[config.mk]
export PLATFORM = sky130hd
export DESIGN_NAME = go_back_n_sender
export DESIGN_NICKNAME = d
export VERILOG_FILES = /design/src/hw/rtl/gbn_pkg.sv /design/src/hw/rtl/gbn_dpath.sv /design/src/hw/rtl/gbn_ctrl.sv /design/src/hw/rtl/go_back_n_sender.sv
export SDC_FILE = /design/constraint.sdc
export NUM_CORES = 1
export LEC_CHECK = 0
export BUFFER_PORTS_ARGS = -buffer_cell sky130_fd_sc_hd__buf_2
export CAP_MARGIN = 20
export CORE_ASPECT_RATIO = 0.8
export CORE_MARGIN = 3
export CORE_UTILIZATION = 30
export CTS_BUF_LIST = sky130_fd_sc_hd__clkbuf_8
export CTS_CLUSTER_SIZE = 40
export DETAILED_ROUTE_END_ITERATION = 8
export SLEW_MARGIN = 20
export SYNTH_ARGS = -nofsm -noshare
export SYNTH_HDL_FRONTEND = slang
export SYNTH_HIERARCHICAL = 1
export SYNTH_SLANG_ARGS = --single-unit
export TNS_END_PERCENT = 50
[constraint.sdc]
create_clock -name clock -period 12.22 [get_ports clock]
set_clock_uncertainty 0.2 [all_clocks]
set_input_delay 1.222 -clock clock [delete_from_list [all_inputs] [get_ports clock]]
set_output_delay 1.222 -clock clock [all_outputs]
set_load 0.01 [all_outputs]
[src/hw/rtl/gbn_pkg.sv]
// Shared types and constants for the go-back-n sender.
// No dependencies; imported by gbn_ctrl, gbn_dpath and go_back_n_sender.
`default_nettype none

package gbn_pkg;

   // Sequence space; must stay a power of two so wrap-around is plain truncation.
   localparam int SEQ_SPACE    = 8;
   localparam int SEQ_W        = $clog2(SEQ_SPACE);
   localparam int PAYLOAD_BITS = 64;
   localparam int WIN_W        = 3;
   localparam int TICKS_W      = 16;
   localparam int CSR_IDX_W    = 1;
   localparam int CSR_DATA_W   = 16;
   localparam int SLOT_W       = 3;

   localparam logic [WIN_W-1:0]   WIN_RESET   = WIN_W'(4);
   localparam logic [TICKS_W-1:0] TICKS_RESET = TICKS_W'(1000);
   localparam logic [WIN_W-1:0]   WIN_MAX     = WIN_W'(SEQ_SPACE - 1);

   // Register indexes
   localparam logic [CSR_IDX_W-1:0] CSR_WINDOW_SIZE = 1'b0;
   localparam logic [CSR_IDX_W-1:0] CSR_TIMEOUT     = 1'b1;

   // Item kinds on the input side
   localparam logic [1:0] FUNC_SEND   = 2'd0;
   localparam logic [1:0] FUNC_ACK    = 2'd1;
   localparam logic [1:0] FUNC_EXPIRY = 2'd2;

   // Result kinds
   localparam logic [1:0] KIND_REPLY  = 2'd0;
   localparam logic [1:0] KIND_PACKET = 2'd1;
   localparam logic [1:0] KIND_START  = 2'd2;
   localparam logic [1:0] KIND_STOP   = 2'd3;

   // Which result the datapath builds on an emit
   localparam logic [SLOT_W-1:0] SLOT_REPLY      = 3'd0;
   localparam logic [SLOT_W-1:0] SLOT_PKT_NEW    = 3'd1;
   localparam logic [SLOT_W-1:0] SLOT_START_SEQ  = 3'd2;
   localparam logic [SLOT_W-1:0] SLOT_STOP_SEQ   = 3'd3;
   localparam logic [SLOT_W-1:0] SLOT_START_BASE = 3'd4;
   localparam logic [SLOT_W-1:0] SLOT_STOP_TAG   = 3'd5;
   localparam logic [SLOT_W-1:0] SLOT_START_TAG  = 3'd6;
   localparam logic [SLOT_W-1:0] SLOT_RESEND     = 3'd7;

   typedef struct packed {
      logic [1:0]              func;
      logic [PAYLOAD_BITS-1:0] payload_word;
      logic [2:0]              ack_number;
      logic                    ack_checksum_ok;
      logic [2:0]              expired_seq;
   } req_item_type;

   typedef struct packed {
      logic [1:0]              out_kind;
      logic                    accepted;
      logic [2:0]              pkt_seq;
      logic [PAYLOAD_BITS-1:0] pkt_payload;
      logic [2:0]              timer_seq;
      logic [TICKS_W-1:0]      timer_ticks;
      logic                    window_full;
      logic                    last;
   } rsp_item_type;

   typedef struct packed {
      logic              load;
      logic              decide;
      logic              emit;
      logic [SLOT_W-1:0] slot;
      logic              last;
   } cmd_type;

   typedef struct packed {
      logic [1:0] func;
      logic       taken;      // combinational, meaningful during decide
      logic       accepted;   // registered outcome of the decide step
      logic       cnt_zero;   // window was empty at decide
      logic       restart;    // packets still outstanding after an ack
      logic       rem_zero;
      logic       rem_one;
      logic       out_free;
   } stat_type;

endpackage

`default_nettype wire

[src/hw/rtl/gbn_dpath.sv]
// Datapath of the go-back-n sender: window state, payload memory, config, result register.
// Depends on gbn_pkg; driven by gbn_ctrl through cmd_type / stat_type.
`default_nettype none

module gbn_dpath (
   input  wire logic                         clock,
   input  wire logic                         reset,
   input  wire gbn_pkg::req_item_type        req_data,
   input  wire logic                         csr_we,
   input  wire logic [gbn_pkg::CSR_IDX_W-1:0]  csr_index,
   input  wire logic [gbn_pkg::CSR_DATA_W-1:0] csr_wdata,
   input  wire gbn_pkg::cmd_type             cmd,
   output gbn_pkg::stat_type                 stat,
   output logic                              rsp_valid,
   input  wire logic                         rsp_stall,
   output gbn_pkg::rsp_item_type             rsp_data
);
   import gbn_pkg::*;

   logic [PAYLOAD_BITS-1:0] mem [SEQ_SPACE];
   logic [PAYLOAD_BITS-1:0] rd_data_ff;

   req_item_type       item_ff;
   logic [SEQ_W-1:0]   base_ff, base_in;
   logic [SEQ_W-1:0]   next_ff, next_in;
   logic               full_ff, full_in;
   logic [SEQ_W-1:0]   seq_ff, seq_in;
   logic [SEQ_W-1:0]   cnt_ff;
   logic               taken_ff;
   logic [SEQ_W-1:0]   ptr_ff, ptr_in;
   logic [SEQ_W-1:0]   rem_ff, rem_in;
   logic [WIN_W-1:0]   win_ff;
   logic [TICKS_W-1:0] ticks_ff;
   logic               rsp_valid_ff;
   rsp_item_type       rsp_ff, res;

   logic [WIN_W-1:0]   w_eff;
   logic [SEQ_W-1:0]   cnt, ack, off;
   logic [SEQ_W:0]     cnt_p1;
   logic               send_ok, ack_ok, taken;

   // Window arithmetic; wrap-around comes from the SEQ_W-bit width
   always_comb begin
      w_eff = win_ff;
      if (win_ff == '0) begin
         w_eff = WIN_W'(1);
      end else if (win_ff > WIN_MAX) begin
         w_eff = WIN_MAX;
      end
      cnt     = next_ff - base_ff;
      cnt_p1  = {1'b0, cnt} + (SEQ_W+1)'(1);
      ack     = item_ff.ack_number[SEQ_W-1:0];
      off     = ack - base_ff;
      send_ok = !full_ff && ((SEQ_W+1)'(cnt) < (SEQ_W+1)'(w_eff));
      ack_ok  = item_ff.ack_checksum_ok && ((SEQ_W+1)'(off) < (SEQ_W+1)'(w_eff))
                && (off < cnt);
      case (item_ff.func)
         FUNC_SEND: taken = send_ok;
         FUNC_ACK:  taken = ack_ok;
         default:   taken = 1'b0;
      endcase
   end

   always_comb begin
      base_in = base_ff;
      next_in = next_ff;
      full_in = full_ff;
      seq_in  = seq_ff;
      ptr_in  = ptr_ff;
      rem_in  = rem_ff;
      if (cmd.decide) begin
         case (item_ff.func)
            FUNC_SEND: begin
               if (send_ok) begin
                  seq_in  = next_ff;
                  next_in = next_ff + SEQ_W'(1);
                  full_in = (cnt_p1 >= (SEQ_W+1)'(w_eff));
               end
            end
            FUNC_ACK: begin
               if (ack_ok) begin
                  seq_in  = base_ff;
                  base_in = ack + SEQ_W'(1);
                  full_in = 1'b0;
               end
            end
            FUNC_EXPIRY: begin
               ptr_in = base_ff;
               rem_in = cnt;
            end
            default: begin
            end
         endcase
      end else if (cmd.emit && cmd.slot == SLOT_RESEND) begin
         ptr_in = ptr_ff + SEQ_W'(1);
         rem_in = rem_ff - SEQ_W'(1);
      end
   end

   always_ff @(posedge clock) begin
      if (reset) begin
         base_ff  <= '0;
         next_ff  <= '0;
         full_ff  <= 1'b0;
         win_ff   <= WIN_RESET;
         ticks_ff <= TICKS_RESET;
         rem_ff   <= '0;
         rsp_valid_ff <= 1'b0;
      end else begin
         base_ff <= base_in;
         next_ff <= next_in;
         full_ff <= full_in;
         rem_ff  <= rem_in;
         if (csr_we) begin
            case (csr_index)
               CSR_WINDOW_SIZE: win_ff   <= csr_wdata[WIN_W-1:0];
               CSR_TIMEOUT:     ticks_ff <= csr_wdata[TICKS_W-1:0];
               default: begin
               end
            endcase
         end
         if (cmd.emit) begin
            rsp_valid_ff <= 1'b1;
         end else if (!rsp_stall) begin
            rsp_valid_ff <= 1'b0;
         end
      end
   end

   always_ff @(posedge clock) begin
      if (cmd.load) begin
         item_ff <= req_data;
      end
      if (cmd.decide) begin
         cnt_ff   <= cnt;
         taken_ff <= taken;
      end
      seq_ff <= seq_in;
      ptr_ff <= ptr_in;
      if (cmd.emit) begin
         rsp_ff <= res;
      end
   end

   // Payload buffer: written on a taken send, read at the resend pointer
   always_ff @(posedge clock) begin
      if (cmd.decide && item_ff.func == FUNC_SEND && send_ok) begin
         mem[next_ff] <= item_ff.payload_word;
      end
      rd_data_ff <= mem[ptr_ff];
   end

   always_comb begin
      res             = '0;
      res.window_full = full_ff;
      res.last        = cmd.last;
      case (cmd.slot)
         SLOT_REPLY: begin
            res.out_kind = KIND_REPLY;
            res.accepted = taken_ff;
         end
         SLOT_PKT_NEW: begin
            res.out_kind    = KIND_PACKET;
            res.pkt_seq     = seq_ff;
            res.pkt_payload = item_ff.payload_word;
         end
         SLOT_START_SEQ: begin
            res.out_kind    = KIND_START;
            res.timer_seq   = seq_ff;
            res.timer_ticks = ticks_ff;
         end
         SLOT_STOP_SEQ: begin
            res.out_kind  = KIND_STOP;
            res.timer_seq = seq_ff;
         end
         SLOT_START_BASE: begin
            res.out_kind    = KIND_START;
            res.timer_seq   = base_ff;
            res.timer_ticks = ticks_ff;
         end
         SLOT_STOP_TAG: begin
            res.out_kind  = KIND_STOP;
            res.timer_seq = item_ff.expired_seq;
         end
         SLOT_START_TAG: begin
            res.out_kind    = KIND_START;
            res.timer_seq   = item_ff.expired_seq;
            res.timer_ticks = ticks_ff;
         end
         SLOT_RESEND: begin
            res.out_kind    = KIND_PACKET;
            res.pkt_seq     = ptr_ff;
            res.pkt_payload = rd_data_ff;
         end
         default: begin
         end
      endcase
   end

   always_comb begin
      stat.func     = item_ff.func;
      stat.taken    = taken;
      stat.accepted = taken_ff;
      stat.cnt_zero = (cnt_ff == '0);
      stat.restart  = (base_ff != next_ff);
      stat.rem_zero = (rem_ff == '0);
      stat.rem_one  = (rem_ff == SEQ_W'(1));
      stat.out_free = !rsp_valid_ff || !rsp_stall;
   end

   assign rsp_valid = rsp_valid_ff;
   assign rsp_data  = rsp_ff;

endmodule

`default_nettype wire

[src/hw/rtl/gbn_ctrl.sv]
// Controller of the go-back-n sender: sequences the decide step and each result transfer.
// Depends on gbn_pkg; talks to gbn_dpath only through cmd_type / stat_type.
`default_nettype none

module gbn_ctrl (
   input  wire logic              clock,
   input  wire logic              reset,
   input  wire logic              req_valid,
   output logic                   req_stall,
   input  wire gbn_pkg::stat_type stat,
   output gbn_pkg::cmd_type       cmd
);
   import gbn_pkg::*;

   localparam logic [3:0] S_IDLE        = 4'd0;
   localparam logic [3:0] S_DECIDE      = 4'd1;
   localparam logic [3:0] S_REPLY       = 4'd2;
   localparam logic [3:0] S_PKT         = 4'd3;
   localparam logic [3:0] S_START_NEW   = 4'd4;
   localparam logic [3:0] S_STOP_OLD    = 4'd5;
   localparam logic [3:0] S_START_BASE  = 4'd6;
   localparam logic [3:0] S_STOP_TAG    = 4'd7;
   localparam logic [3:0] S_START_TAG   = 4'd8;
   localparam logic [3:0] S_READ        = 4'd9;
   localparam logic [3:0] S_RESEND      = 4'd10;

   logic [3:0] state_ff, state_in;

   always_comb begin
      state_in   = state_ff;
      cmd        = '0;
      cmd.slot   = SLOT_REPLY;
      case (state_ff)
         S_IDLE: begin
            cmd.load = req_valid;
            if (req_valid) begin
               state_in = S_DECIDE;
            end
         end
         S_DECIDE: begin
            cmd.decide = 1'b1;
            case (stat.func)
               FUNC_SEND:   state_in = S_REPLY;
               FUNC_ACK:    state_in = stat.taken ? S_STOP_OLD : S_IDLE;
               FUNC_EXPIRY: state_in = S_STOP_TAG;
               default:     state_in = S_IDLE;
            endcase
         end
         S_REPLY: begin
            cmd.slot = SLOT_REPLY;
            cmd.last = !stat.accepted;
            cmd.emit = stat.out_free;
            if (stat.out_free) begin
               state_in = stat.accepted ? S_PKT : S_IDLE;
            end
         end
         S_PKT: begin
            cmd.slot = SLOT_PKT_NEW;
            cmd.last = !stat.cnt_zero;
            cmd.emit = stat.out_free;
            if (stat.out_free) begin
               state_in = stat.cnt_zero ? S_START_NEW : S_IDLE;
            end
         end
         S_START_NEW: begin
            cmd.slot = SLOT_START_SEQ;
            cmd.last = 1'b1;
            cmd.emit = stat.out_free;
            if (stat.out_free) begin
               state_in = S_IDLE;
            end
         end
         S_STOP_OLD: begin
            cmd.slot = SLOT_STOP_SEQ;
            cmd.last = !stat.restart;
            cmd.emit = stat.out_free;
            if (stat.out_free) begin
               state_in = stat.restart ? S_START_BASE : S_IDLE;
            end
         end
         S_START_BASE: begin
            cmd.slot = SLOT_START_BASE;
            cmd.last = 1'b1;
            cmd.emit = stat.out_free;
            if (stat.out_free) begin
               state_in = S_IDLE;
            end
         end
         S_STOP_TAG: begin
            cmd.slot = SLOT_STOP_TAG;
            cmd.emit = stat.out_free;
            if (stat.out_free) begin
               state_in = S_START_TAG;
            end
         end
         S_START_TAG: begin
            cmd.slot = SLOT_START_TAG;
            cmd.last = stat.rem_zero;
            cmd.emit = stat.out_free;
            if (stat.out_free) begin
               state_in = stat.rem_zero ? S_IDLE : S_READ;
            end
         end
         S_READ: begin
            // memory read of the resend pointer lands this cycle
            state_in = S_RESEND;
         end
         S_RESEND: begin
            cmd.slot = SLOT_RESEND;
            cmd.last = stat.rem_one;
            cmd.emit = stat.out_free;
            if (stat.out_free) begin
               state_in = stat.rem_one ? S_IDLE : S_READ;
            end
         end
         default: begin
            state_in = S_IDLE;
         end
      endcase
   end

   always_ff @(posedge clock) begin
      if (reset) begin
         state_ff <= S_IDLE;
      end else begin
         state_ff <= state_in;
      end
   end

   assign req_stall = (state_ff != S_IDLE);

endmodule

`default_nettype wire

[src/hw/rtl/go_back_n_sender.sv]
// Go-back-n ARQ sender window: top level joining controller and datapath.
// The first result is registered after the decide state, then an emit state.
// Requests are taken one item at a time: decide, then one emit state per result;
//   an expiry also passes a read state before each resent packet (one payload memory read),
//   and every emit state waits while the result side stalls.
// Reset (synchronous, active high): window empty, base/next 0, window_size 4,
//   timeout_ticks 1000; payload memory is not cleared.
`default_nettype none

module go_back_n_sender (
   input  wire logic                           clock,
   input  wire logic                           reset,
   // request channel
   input  wire logic                           req_valid,
   output logic                                req_stall,
   input  wire gbn_pkg::req_item_type          req_data,
   // result channel
   output logic                                rsp_valid,
   input  wire logic                           rsp_stall,
   output gbn_pkg::rsp_item_type               rsp_data,
   // configuration writes
   input  wire logic                           csr_we,
   input  wire logic [gbn_pkg::CSR_IDX_W-1:0]  csr_index,
   input  wire logic [gbn_pkg::CSR_DATA_W-1:0] csr_wdata
);
   import gbn_pkg::*;

   cmd_type  cmd;   // controller -> datapath
   stat_type stat;  // datapath -> controller

   // Sequencer: a request transfer is taken only in idle; each result
   // transfer is issued when the output register is free or draining.
   gbn_ctrl u_ctrl (
      .clock     (clock),
      .reset     (reset),
      .req_valid (req_valid),
      .req_stall (req_stall),
      .stat      (stat),
      .cmd       (cmd)
   );

   // Window state, payload buffer and the single output register.
   gbn_dpath u_dpath (
      .clock     (clock),
      .reset     (reset),
      .req_data  (req_data),
      .csr_we    (csr_we),
      .csr_index (csr_index),
      .csr_wdata (csr_wdata),
      .cmd       (cmd),
      .stat      (stat),
      .rsp_valid (rsp_valid),
      .rsp_stall (rsp_stall),
      .rsp_data  (rsp_data)
   );

endmodule

`default_nettype wire
==> results of run 1 <==
## power by group through the flow
stage	sequential, mW	clock (mW)	combinational, mW
after CTS	3.11	2.42	0.262
after floorplan	3.15	0	0.151
after global placement	3.16	0	0.257
after global routing	3.12	2.55	0.279
after detailed placement	3.16	0	0.261
final	3.11	2.34	0.255
## worst max-delay path, cell delays in order, from the launching register on
cell and delay, ns:
dfxtp_1 0.46, inv_1 0.14, ha_1 0.21, inv_1 0.07, fa_1 0.50, ha_1 0.31
nor2b_1 0.13, o21ai_1 0.26, nand3_1 0.35, nor4_2 0.27, buf_4 0.38, buf_4 0.69
## layout make-up
type / count / area share
well taps: 1287 / 0.0471
repair buffers: 211 / 0.0343
inverters: 24 / 0.00263
multi-input cells: 529 / 0.177
clock buffers: 148 / 0.0595
flip-flops and latches: 784 / 0.659
clock inverters: 97 / 0.0197
diodes: 3 / 0.000219
## flip-flops by register name, indices dropped and copies added (netlist names)
| register | cells |
|---|---|
| u_ctrl/state_ff | 4 |
| u_dpath/ack | 3 |
| u_dpath/base_ff | 3 |
| u_dpath/cnt_ff | 3 |
| u_dpath/full_ff | 1 |
| u_dpath/item_ff | 68 |
| u_dpath/mem | 512 |
| u_dpath/next_ff | 3 |
| u_dpath/ptr_ff | 3 |
| u_dpath/rd_data_ff | 64 |
| u_dpath/rem_ff | 3 |
| u_dpath/rsp_data | 91 |
| u_dpath/rsp_valid | 1 |
| u_dpath/seq_ff | 3 |
| u_dpath/stat | 2 |
| u_dpath/taken_ff | 1 |
| u_dpath/ticks_ff | 16 |
| u_dpath/win_ff | 3 |
## routing by layer
metal | part of all wire | track usage | vias up
met5 | 0 | 0 | -
met4 | 0.026 | 0.0519 | 0
met3 | 0.052 | 0.0325 | 122
met2 | 0.48 | 0.201 | 367
met1 | 0.45 | 0.167 | 7308
li1 | - | - | 6272
## worst paths after layout
path,from,end,slack [ns],cells past startpoint
max,u_dpath/next_ff[0],u_dpath/mem[0][0],7.81,11
min,u_dpath/ticks_ff[4],u_dpath/ticks_ff[4],0.25,2
max reg2reg,u_dpath/next_ff[0],u_dpath/mem[0][0],7.81,11
min reg2reg,u_dpath/ticks_ff[4],u_dpath/ticks_ff[4],0.25,2
## metrics by stage
stage / setup WS (ns) / cell area, um2 / hold slack (ns) / cells
3_5_place_dp: 7.80 / 31400 / 0.244 / 2833
5_1_grt: 7.56 / 34200 / 0.266 / 3083
4_1_cts: 7.75 / 34100 / 0.253 / 3078
2_1_floorplan: 3.17 / 29000 / 0.229 / 1408
6_report: 7.81 / 34200 / 0.252 / 3083
3_3_place_gp: 7.95 / 31400 / 0.237 / 2833
## kinds of logic (layout without fill, tap and decap cells)
| group | Yosys count | in the layout | synth area share |
|---|---|---|---|
| adders and majority gates | 22 | 22 | 0.0100 |
| other | 0 | 3 | 0 |
| buffers and inverters | 95 | 480 | 0.0165 |
| xor gates and xnor gates | 9 | 9 | 0.00323 |
| muxes | 205 | 205 | 0.129 |
| AOI/OAI and AO/OA | 135 | 135 | 0.0366 |
| and+or+nand+nor | 158 | 158 | 0.0278 |
| DFF | 784 | 784 | 0.777 |
## synthesized netlist by cell type (all sizes together), types with 4 or more instances
master	instances
dfxtp	98
a31oi	4
xnor2	5
nand2b	9
buf	45
a21oi	18
inv	24
and2	20
edfxtp	686
or2	4
clkbuf	26
nor2	26
nor2b	5
nand3b	13
xor2	4
ha	20
mux2i	9
a22o	68
nand2	56
o21ai	23
mux4	128
nor3	11
nand3	5
mux2	68
==> qor.yml, run 1 <==
pwr:
  internal-power_mw: 4.38
  pwr-share-clk: 0.410
  netSwitchingFraction: 0.231
  total_power_mw: 5.70
  power.share.combinational: 0.045
  power_density_over_the_cells_nw_per_um2: 166
  total_leakage_power_nw: 11.4
  power.share.sequential: 0.545
  power_switching_mw: 1.31
  worst_vdd_ir_uv: 86.2
yosys:
  syn-cell-area_um2: 29000
  post_synth.cell_area_avg_um2: 20.6
  post_synth_num_cell_types: 57
  postSynthNetCount: 1525
  yosys_synthesis_warning_count: 6
  synth_largest_area_cell: "edfxtp_1"
  part_of_the_yosys_area_used_for_sequential_elements: 0.777
  register_bit_count_reported_by_yosys: 784
  synth-edff-count: 686
  syn_inst: 1408
  ys_top_cells_by_area: "edfxtp_1 (71%), mux4_2 (9.9%), dfxtp_1 (6.8%), mux2_2 (2.6%), a22o_1 (2.1%)"
  postSynth.asyncResetShare: 0
  synth_top_area_share: 0.709
  ys.flop_type: "edfxtp_1"
critical_path:
  timing_worst_setup_path_type: "flop to flop"
  critical_path_peak_fanout: 44
  worst-endpoint-required_ns: 12.40
  critPathCaptureType: "flop"
  worst_ep_arrival_time_ns: 4.59
  start_kind: "flop"
timing:
  unrepaired_setup_endpoints_after_global_routing: "false"
  final_period_minus_worst_setup_slack_ns: 4.41
  number_of_slew_limit_violations_in_the_final_report: 0
  fmax_ghz: 0.227
  worstMarginPinSlew_ns: 1.06
  timing.final.crit_share: 0.361
  setup-tns-final_ns: 0
  finalSetupViolCount: 0
  final_hold_viol_count: 0
  relative_slew_slack: 0.296
final_layout:
  num-fill-cells: 8850
  postLayoutCoreUtil: 0.359
  area_growth_pct: 17.9
  layout.nets: 1800
  layout_common_cells: "edfxtp_1 (686), buf_2 (187), clkbuf_8 (148)"
  regArea_um2: 22600
  layout.cells.most_common: "edfxtp_1"
  multiInputGateArea_um2: 6070
  drive_above_1_share: 0.347
placed_design:
  place_hpwl_um: 35600
  finalWeightedCongestion: 0.793
  io_buffers: 187
drt:
  drc: 0
  detail_route.wl_per_cell_um: 20.6
  antenna_left: 0
  vias_per_cell: 4.56
  drtIter0Drc: 940
  vias: 14100
  drt-pass1-iter-count: 5
  route.final.wire_length_um: 63400
grt:
  grt_overflow: 0
  pin_count_of_the_biggest_net_entering_global_routing: 70
  antenna_found_initial: 5
  global_route_wire_length_before_repair_um: 96300
  grt_pass1_vias: 15400
  grt_util_all_layers: 0.127
floorplan:
  initial_core_util: 0.304
  design.die.area_um2: 101000
  num_io_pins: 188
  num_rows: 101
  core_region_area_um2: 95400
  die_w_um: 354
  floorplan.die.height_um: 284
clocking:
  clock_tree.root_cell: "clkbuf_8"
  post_cts_hold_buffer_count: 0
  cts_tree: "built"
  clk_latency_ns: 0.80
  clk_pin_slew_worst_paths_ns: 0.06
  post_cts_resized: 0
  clock_tree.htree_level_count: 4
  cts_max_path_buffers: 3
  tritoncts.num_buffers: 133
  cts.repair_timing.setup_buffer_count: 0
  clock_sinks: 784
hold_path:
  holdCritPathClass: "flop to flop"
job:
  cap_viol_max_count: 0
status:
  status: "finished clean"
Note: power is estimated with default switching activity, not from simulation.
==> run 2, diff against run 1 <==
Settings changed: ABC_AREA set to 1.
Clock period 12.22 ns to 4 ns, I/O delays scaled along.
==> qor.yml, run 2 <==
grt:
  global_route_wire_length_before_repair_um: 108000  # +12%
  antenna_found_initial: 4  # -1
  grt_util_all_layers: 0.135  # +0.00847
  grt_pass1_vias: 17600  # +15%
  pin_count_of_the_biggest_net_entering_global_routing: 183  # +160%
  grt_overflow: 0  # unchanged
yosys:
  syn-cell-area_um2: 29500  # +1.7%
  postSynthNetCount: 2285  # +50%
  register_bit_count_reported_by_yosys: 784  # unchanged
  post-synth-top-count-cell: "edfxtp_1"
  synth_top_area_share: 0.698  # -0.0118
  yosys_synthesis_warning_count: 6  # unchanged
  post_synth_num_cell_types: 40  # -30%
  synth-edff-count: 686  # unchanged
  post_synth.cell_area_avg_um2: 13.6  # -34%
  ys_top_cells_by_area: "edfxtp_1 (70%), dfxtp_1 (6.6%), nor2_1 (6.3%), o21ai_0 (4.0%), a32o_1 (2.2%)"
  part_of_the_yosys_area_used_for_sequential_elements: 0.764  # -0.0129
  syn_inst: 2168  # +54%
  synth_largest_area_cell: "edfxtp_1"
  postSynth.asyncResetShare: 0  # unchanged
  ys.flop_type: "edfxtp_1"
  yosys-top-cells-count: "edfxtp_1 (686), nor2_1 (492), o21ai_0 (237)"
floorplan:
  core_region_area_um2: 97200  # +1.9%
  num_rows: 102  # +0.99%
  num_io_pins: 188  # unchanged
  die_w_um: 357  # +0.83%
  floorplan.die.height_um: 287  # +0.82%
  design.die.area_um2: 102000  # +1.7%
  initial_core_util: 0.304  # -0.000696
pwr:
  pwr-share-clk: 0.362  # -0.048
  power.share.sequential: 0.553  # +0.008
  netSwitchingFraction: 0.248  # +0.0172
  power_density_over_the_cells_nw_per_um2: 507  # +200%
  power_switching_mw: 4.45  # +240%
  power.share.combinational: 0.085  # +0.040
  total_power_mw: 17.9  # +210%
  worst_vdd_ir_uv: 307  # +260%
  total_leakage_power_nw: 12.3  # +8.0%
  internal-power_mw: 13.5  # +210%
drt:
  antenna_left: 0  # unchanged
  drc: 0  # unchanged
  route.final.wire_length_um: 70400  # +11%
  vias_per_cell: 4.64  # +1.6%
  vias: 18000  # +28%
  drt-pass1-iter-count: 6  # +1
  detail_route.wl_per_cell_um: 18.2  # -12%
  drtIter0Drc: 1513  # +61%
critical_path:
  start_kind: "flop"
  worst-r2r-setup-slack_ns: 0.49  # -7.32 ns
  reg2reg_depth: 14  # +3
  critical_path_peak_fanout: 64  # +45%
  worst-endpoint-required_ns: 4.15  # -8.25 ns
  worst_ep_arrival_time_ns: 3.66  # -0.93 ns
  timing_worst_setup_path_type: "flop to flop"
  rr_startpoint: "u_dpath/next_ff[2]"
  critPathCaptureType: "flop"
  critical_path.reg2reg.endpoint: "u_dpath/mem[0][28]"
final_layout:
  stdcell_count: 3875  # +26%
  area_growth_pct: 19.8
  drive_above_1_share: 0.162  # -0.185
  layout.cells.most_common: "edfxtp_1"
  max_flop_register: "u_dpath/mem"
  largest_register_ff_count: 512  # unchanged
  layout.nets: 2588  # +44%
  layout_common_cells: "edfxtp_1 (686), nor2_1 (489), o21ai_0 (236)"
  post-route-cell-area_um2: 35400  # +3.3%
clocking:
  clk_pin_slew_worst_paths_ns: 0.06  # about the same
  cts_tree: "built"
  clock_tree.htree_level_count: 3  # -1
  post_cts_resized: 0  # unchanged
  cts_max_path_buffers: 3  # unchanged
  clock_tree.root_cell: "clkbuf_8"
  clk_latency_ns: 0.73  # -0.07 ns
  clock_sinks: 784  # unchanged
  tritoncts.num_buffers: 117  # -12%
hold_path:
  hold_end: "u_dpath/ack[1]"
  min_delay_startpoint: "req_data[5]"
  worst_hold_path.num_cells: 2  # unchanged
  holdCritPathClass: "input pin to flop"
timing:
  finalSetupViolCount: 0  # unchanged
  fmax_ghz: 0.285  # +26%
  relative_slew_slack: 0.314  # +0.0185
  final_period_minus_worst_setup_slack_ns: 3.51  # -0.904 ns
  final_hold_viol_count: 0  # unchanged
  number_of_slew_limit_violations_in_the_final_report: 0  # unchanged
  unrepaired_setup_endpoints_after_global_routing: "false"
  timing.final.crit_share: 0.877  # +0.516
  worstMarginPinSlew_ns: 1.02  # -0.0384 ns
  setup-tns-final_ns: 0  # unchanged
  setup_ws_ns: 0.493  # -7.32 ns
placed_design:
  io_buffers: 187  # unchanged
  place_hpwl_um: 39500  # +11%
  dpl-instance-area_um2: 32000  # +1.9%
  finalWeightedCongestion: 0.779  # -1.8%
  dp_cells: 3554  # +25%
  post-place-ws_ns: 0.537  # -7.26 ns
job:
  cap_viol_max_count: 0  # unchanged
status:
  status: "finished clean"
## run 2: changes by cell type after synthesis, sizes merged, moves of 19 or more
| cell | previous run | this run |
|---|---|---|
| a22o | 68 | 0 |
| a31oi | 4 | 65 |
| a32o | 0 | 64 |
| and2 | 20 | 1 |
| buf | 45 | 69 |
| clkbuf | 26 | 66 |
| inv | 24 | 72 |
| mux2 | 68 | 0 |
| mux4 | 128 | 0 |
| nand2 | 56 | 86 |
| nor2 | 26 | 500 |
| o21ai | 23 | 290 |
| o22ai | 0 | 65 |
## run 2: through the flow
step | hold slack, ns | util
6_report | 0.193 | 0.364
5_1_grt | 0.134 | 0.364
3_5_place_dp | 0.247 | 0.329
3_3_place_gp | 0.240 | 0.329
2_1_floorplan | 0.224 | -
4_1_cts | 0.102 | 0.364
## run 2: final cells by class
type                            count  area (um2)
Clock buffer                      131        1800
Tap cell                         1300        1630
Sequential cell                   784       22600
Clock inverter                     91         557
Inverter                           72         285
Antenna cell                        1        2.50
Multi-Input combinational cell   1177        6130
Fill cell                        9351       61900
Timing Repair Buffer              319        2400
## run 2: cells by family (layout without fill, tap and decap cells)
kind of cell               Yosys count  in the layout  synth area share
xor gates and xnor gates             6              6           0.00178
AOI/OAI and AO/OA                  526            526             0.107
buffers and inverters              207            613            0.0342
other                                0              1                 0
adders and majority gates           22             22           0.00983
and+or+nand+nor                    623            623            0.0832
DFF                                784            784             0.764
## run 2: worst max path at each step
stage / from / to / slack, ns
global route: u_dpath/next_ff[2] / u_dpath/mem[0][28] / 0.27
detailed placement: u_dpath/next_ff[2] / u_dpath/mem[0][28] / 0.54
global placement: u_dpath/next_ff[2] / u_dpath/mem[0][28] / 0.58
CTS: u_dpath/next_ff[2] / u_dpath/mem[0][28] / 0.50
floorplan: u_ctrl/state_ff[2] / u_dpath/ack[0] / -0.51
finish: u_dpath/next_ff[2] / u_dpath/mem[0][28] / 0.49
## run 2: timing repair
item / in CTS / in global routing
setup buffers: 0 / 0
hold buffers: 98 / 0
endpoints found under the hold margin: 99 / 0
## run 2: worst max-delay path, stage by stage (launching register included)
cell	delay [ns]
dfxtp_1	0.63
inv_2	0.24
nand2_1	0.11
nand2_1	0.08
inv_1	0.07
nand2_1	0.07
nand2_2	0.11
inv_1	0.07
ha_1	0.26
o21ai_1	0.09
nand4_1	0.23
inv_2	0.17
nand2_4	0.12
nor3_4	0.23
buf_12	0.39
## run 2: power groups by stage
stage / Combinational, mW / Sequential [mW] / Clock, mW
after detailed placement: 1.47 / 10.1 / 0
after CTS: 1.56 / 9.94 / 6.71
after floorplan: 0.897 / 9.98 / 0
final: 1.53 / 9.93 / 6.49
after global routing: 1.71 / 9.99 / 7.06
after global placement: 1.46 / 10.1 / 0
## run 2: layer usage
layer,track usage,share of wire,up-vias
li1,-,-,8599
met1,0.196,0.47,8732
met2,0.204,0.44,524
met3,0.0310,0.065,106
met4,0.0367,0.020,2
met5,0,0.00016,-
